### src/sv/vcs_pkg.sv
`timescale 1ns / 1ps
package vcs_pkg;

  localparam int MAX_KNOTS_DEF = 64;
  localparam int FRAC_BITS_DEF = 16;

  localparam int KIND_W  = 2;
  localparam int IDX_W   = 6;
  localparam int AXIS_W  = 2;
  localparam int ORD_W   = 2;
  localparam int DATA_W  = 32;
  localparam int COUNT_W = 7;
  localparam int SEG_W   = 6;
  localparam int PROD_W  = 64;

  localparam logic [KIND_W-1:0] KIND_KNOT  = 2'd0;
  localparam logic [KIND_W-1:0] KIND_COEFF = 2'd1;
  localparam logic [KIND_W-1:0] KIND_EVAL  = 2'd2;

  localparam logic [AXIS_W-1:0] AXIS_NONE = 2'd3;

  typedef logic signed [DATA_W-1:0] data_t;
  typedef logic signed [PROD_W-1:0] wide_t;

  function automatic data_t sat32(input wide_t v);
    wide_t hi_lim;
    wide_t lo_lim;
    hi_lim = wide_t'(64'sh0000_0000_7FFF_FFFF);
    lo_lim = wide_t'(-64'sh0000_0000_8000_0000);
    if (v > hi_lim) begin
      sat32 = data_t'(hi_lim);
    end else if (v < lo_lim) begin
      sat32 = data_t'(lo_lim);
    end else begin
      sat32 = data_t'(v);
    end
  endfunction

endpackage

### src/sv/vcs_mul.sv
`timescale 1ns / 1ps
module vcs_mul (
  input  logic                  clk_i,
  input  vcs_pkg::data_t        a_i,
  input  vcs_pkg::data_t        b_i,
  output vcs_pkg::wide_t        prod_o
);
  import vcs_pkg::*;

  wide_t prod_q;

  always_ff @(posedge clk_i) begin
    prod_q <= wide_t'(a_i) * wide_t'(b_i);
  end

  assign prod_o = prod_q;

endmodule

### config.mk
export PLATFORM = sky130hd
export DESIGN_NAME = vcs_mul
export DESIGN_NICKNAME = d
export VERILOG_FILES = /design/src/sv/vcs_pkg.sv /design/src/sv/vcs_mul.sv
export SDC_FILE = /design/constraint.sdc
export NUM_CORES = 2
export LEC_CHECK = 0
export ABC_AREA = 1
export BUFFER_PORTS_ARGS = -buffer_cell sky130_fd_sc_hd__buf_4
export CORE_MARGIN = 2
export CORE_UTILIZATION = 69
export CTS_BUF_LIST = sky130_fd_sc_hd__clkbuf_16
export CTS_CLUSTER_SIZE = 16
export DETAILED_ROUTE_END_ITERATION = 10
export PLACE_DENSITY = 0.87
export SYNTH_ARGS = -nofsm -noshare
export SYNTH_HDL_FRONTEND = slang
export SYNTH_SLANG_ARGS = --single-unit
### constraint.sdc
create_clock -name clk_i -period 16.2 [get_ports clk_i]
set_input_delay 4.86 -clock clk_i [delete_from_list [all_inputs] [get_ports clk_i]]
set_output_delay 4.86 -clock clk_i [all_outputs]
set_load 0.005 [all_outputs]
# [Word level (Yosys, flattened, before mapping)]
# Index checks and enable logic that the tools add are counted.
[totals] ff_bits=64 input_bits=65 output_inout_bits=64
[classes] n_mul=1
[ops] op="$mul 32x32->64" n=1

# [Depth between registers and ports, before layout]
[depth] depth_word=1 ltp_mapped=31

# [Worst setup path after synthesis]
# Ideal clock, no wire load.
[synth_timing] path_kind="input port to flip-flop" from="input port a_i[31]" to="register prod_q[59] (netlist: prod_o[59])" arrival_ns=11.392 required_ns=16.087 setup_slack_ns=4.696 path_stages=27 path_buffers=1 cell_sequence="clkbuf_1 nand2_1 inv_1 fa_1 inv_1 fa_1 inv_1 fa_1 fa_1 inv_1 fa_1 inv_1 fa_1 inv_1 fa_1 fa_1 inv_1 ha_1 nand2_2 nor2_1 inv_1 nor2_1 nand2_1 nor3_1 nand2_1 nand4_1 nand2_1"
[synth_via] elab_chain_cells=1
[synth_rtl] element="start, declared" line_no="vcs_mul.sv:4" text="input vcs_pkg::data_t a_i,"
[synth_rtl] element="$mul 32x32->64" line_no="vcs_mul.sv:13" text="prod_q <= wide_t'(a_i) * wide_t'(b_i);"
[synth_rtl] element="end signal, assigned" line_no="vcs_mul.sv:13"
[synth_rtl] element="end, declared" line_no="vcs_mul.sv:10" text="wide_t prod_q;"
# No other way between the ends.

# [Worst setup path in the final report]
[layout_timing] from="input port b_i[5]" to="register prod_q[58] (netlist: prod_o[58])"
[layout_via] elab_chain_cells=1
[layout_rtl] element="start, declared" line_no="vcs_mul.sv:5" text="input vcs_pkg::data_t b_i,"
[layout_rtl] element="$mul 32x32->64" line_no="vcs_mul.sv:13"
# No other way between the ends.

==> impl_metrics.json <==
{
  "outcome": "finished, final reports clean",
  "clock.fmax_mhz": 81.68,
  "cpPeakStageDelay_ns": 0.88,
  "hp-class": "primary input to flip-flop",
  "netlist_instances": 5124,
  "maxSlewHeadroom_pct": 15.46,
  "drive_gt1_share_pct": 4.451,
  "holdWs_ns": 4.945,
  "design_area_um2": 41690,
  "crit_buf_inv": 9,
  "grt_setup_unrepaired": "no",
  "post_cts_resized": 0,
  "netlist_area_um2": 40200,
  "hold_viol_final": 0,
  "criticalPathCategory": "primary input to flip-flop",
  "ys_types": 27,
  "grt_max_degree": 33,
  "synth.largest_area_cell": "fa_1",
  "pin_count": 129,
  "multi_input_area_um2": 31820,
  "avgSynthCellArea_um2": 7.846,
  "cts_tree": "yes",
  "path_max_fanout": 32,
  "drt_iter0_drc": 2741,
  "nFillCells": 4319,
  "cts_setup_buffers": 0,
  "rows": 88,
  "seq_area_um2": 1281,
  "antenna_found_initial": 4,
  "dpl_cell_area_um2": 41410,
  "numPortBuffers": 128,
  "clockBufferDepth": 2,
  "dr.pass1.iters": 6,
  "tns_ns": 0,
  "start_util_pct": 69.68,
  "grt_first_pass_wirelength_um": 178600,
  "drv_cap": 0,
  "seq_area_frac_synth_pct": 3.187,
  "largest_reg_flops": 64,
  "num_vias": 31850,
  "period_share_pct": 75.57,
  "grt_overflow": 0,
  "synth.top_cell.area_share_pct": 53.88,
  "holdBufCountCts": 0,
  "cts_root_buf": "clkbuf_16",
  "arrival_ns": 12.54,
  "post_drt_wl_per_cell_um": 18.37,
  "path_delay_family": "adder cells",
  "fin_nets": 6403,
  "dieArea_um2": 60210,
  "yosys-top-cells-area": "fa_1 54%, inv_1 16%, nand2_1 14%",
  "drc_errors": 0,
  "period_minus_slack_ns": 12.24,
  "yosysWarnings": 0,
  "crit_path_end_kind": "flip-flop",
  "drtAntennaViolNets": 0,
  "cts_buffers": 9,
  "syn-num-nets": 6455,
  "htree_levels": 3,
  "hpwl_um": 91430,
  "area_growth_pct": 3.694,
  "vias_per_cell": 5.449,
  "worstMarginPinSlew_ns": 1.267,
  "setup_viol": 0,
  "clock-sinks": 64,
  "critPathLaunchType": "primary input",
  "globalplace.congestion": 1.021,
  "cp_slowest_cell": "fa_1",
  "grt_pass1_vias": 35300,
  "wl_um": 107300,
  "synth_seq_cells": 64,
  "clk_pin_slew_ns": 0.06,
  "track_usage_pct": 38.17,
  "cp.required_ns": 16.49,
  "fp.dieW_um": 245.4,
  "drv_slew": 0,
  "coreArea_um2": 57700,
  "dieHeight_um": 245.4
}
## synthesized netlist by cell type (all sizes together)
library cell and n:
nor2 127, nor3 16, inv 1700, nand3b 6
o21a 1, a21oi 63, nand2 1525, o21bai 8
a21o 2, nand3 79, fa 1082, o21ai 21
xnor2 3, nand4 13, ha 184, dfxtp 64
or2 7, clkbuf 192, xor2 31
## cell type report
class | instances | area share, %
antenna | 3 | 0.01801
clock buffer | 9 | 0.5402
clock inverter | 7 | 0.1140
inverter | 1700 | 15.31
multi-input combinational | 3168 | 76.33
sequential | 64 | 3.073
tap | 765 | 2.296
timing repair buffer | 129 | 2.323
## path summary, 6_finish.rpt
path                   start          to  slack (ns)  cells after the start
worst max-delay path  b_i[5]  prod_o[58]        3.96                     28
worst min-delay path  b_i[0]   prod_o[0]        4.94                      3
## cell usage in the layout, fill, tap and decap left out
| cell type | count |
|---|---|
| inv_1 | 1692 |
| nand2_1 | 1504 |
| fa_1 | 1082 |
| ha_1 | 184 |
| buf_4 | 129 |
| nor2_1 | 93 |
| nand3_1 | 73 |
| dfxtp_1 | 64 |
| a21oi_1 | 62 |
| nor2_2 | 31 |
| xor2_1 | 31 |
| nand2_2 | 21 |
| o21ai_0 | 17 |
| nand4_1 | 13 |
| nor3_1 | 11 |
| clkbuf_16 | 9 |
| o21bai_1 | 8 |
| inv_2 | 8 |
| or2_2 | 7 |
| nand3b_1 | 6 |
| nand3_2 | 6 |
| nor3_2 | 5 |
| o21ai_1 | 4 |
| diode_2 | 3 |
| xnor2_1 | 3 |
| nor2_4 | 3 |
| a21o_1 | 2 |
| clkinv_2 | 2 |
| clkinv_4 | 2 |
| a21oi_2 | 1 |
| o21a_1 | 1 |
| clkinvlp_4 | 1 |
| clkinv_1 | 1 |
| inv_6 | 1 |
## per-layer routing
metal  track usage, %  vias up  part of all wire, %
met3            7.716      377                   11
met5                0        -                    0
met1            49.87    15770                   36
met4            15.06        0                  4.3
met2            63.19     1874                   49
li1                 -    13830                    -
## kinds of logic (layout without fill, tap and decap cells)
logic type / count (synthesis) / count (layout) / synth area share, %
other cells: 0 / 3 / 0
flops: 64 / 64 / 3.187
compound gates: 95 / 95 / 1.260
simple gates: 1773 / 1773 / 17.55
buf+inv: 1892 / 1845 / 17.66
fa+ha+maj: 1266 / 1266 / 59.60
xor+xnor: 34 / 34 / 0.7407
## metrics by stage
step                      std cells  setup WS (ns)  utilization (%)
after floorplan                5124          4.696                -
after global placement         5826          3.875            71.77
after detailed placement       5826          3.689            71.77
after CTS                      5842          4.020            72.25
after global routing           5845          3.423            72.26
final                          5845          3.958            72.26
Power is not shown: default switching activity piles up to over one toggle a cycle in this logic, so the estimate is an artifact.
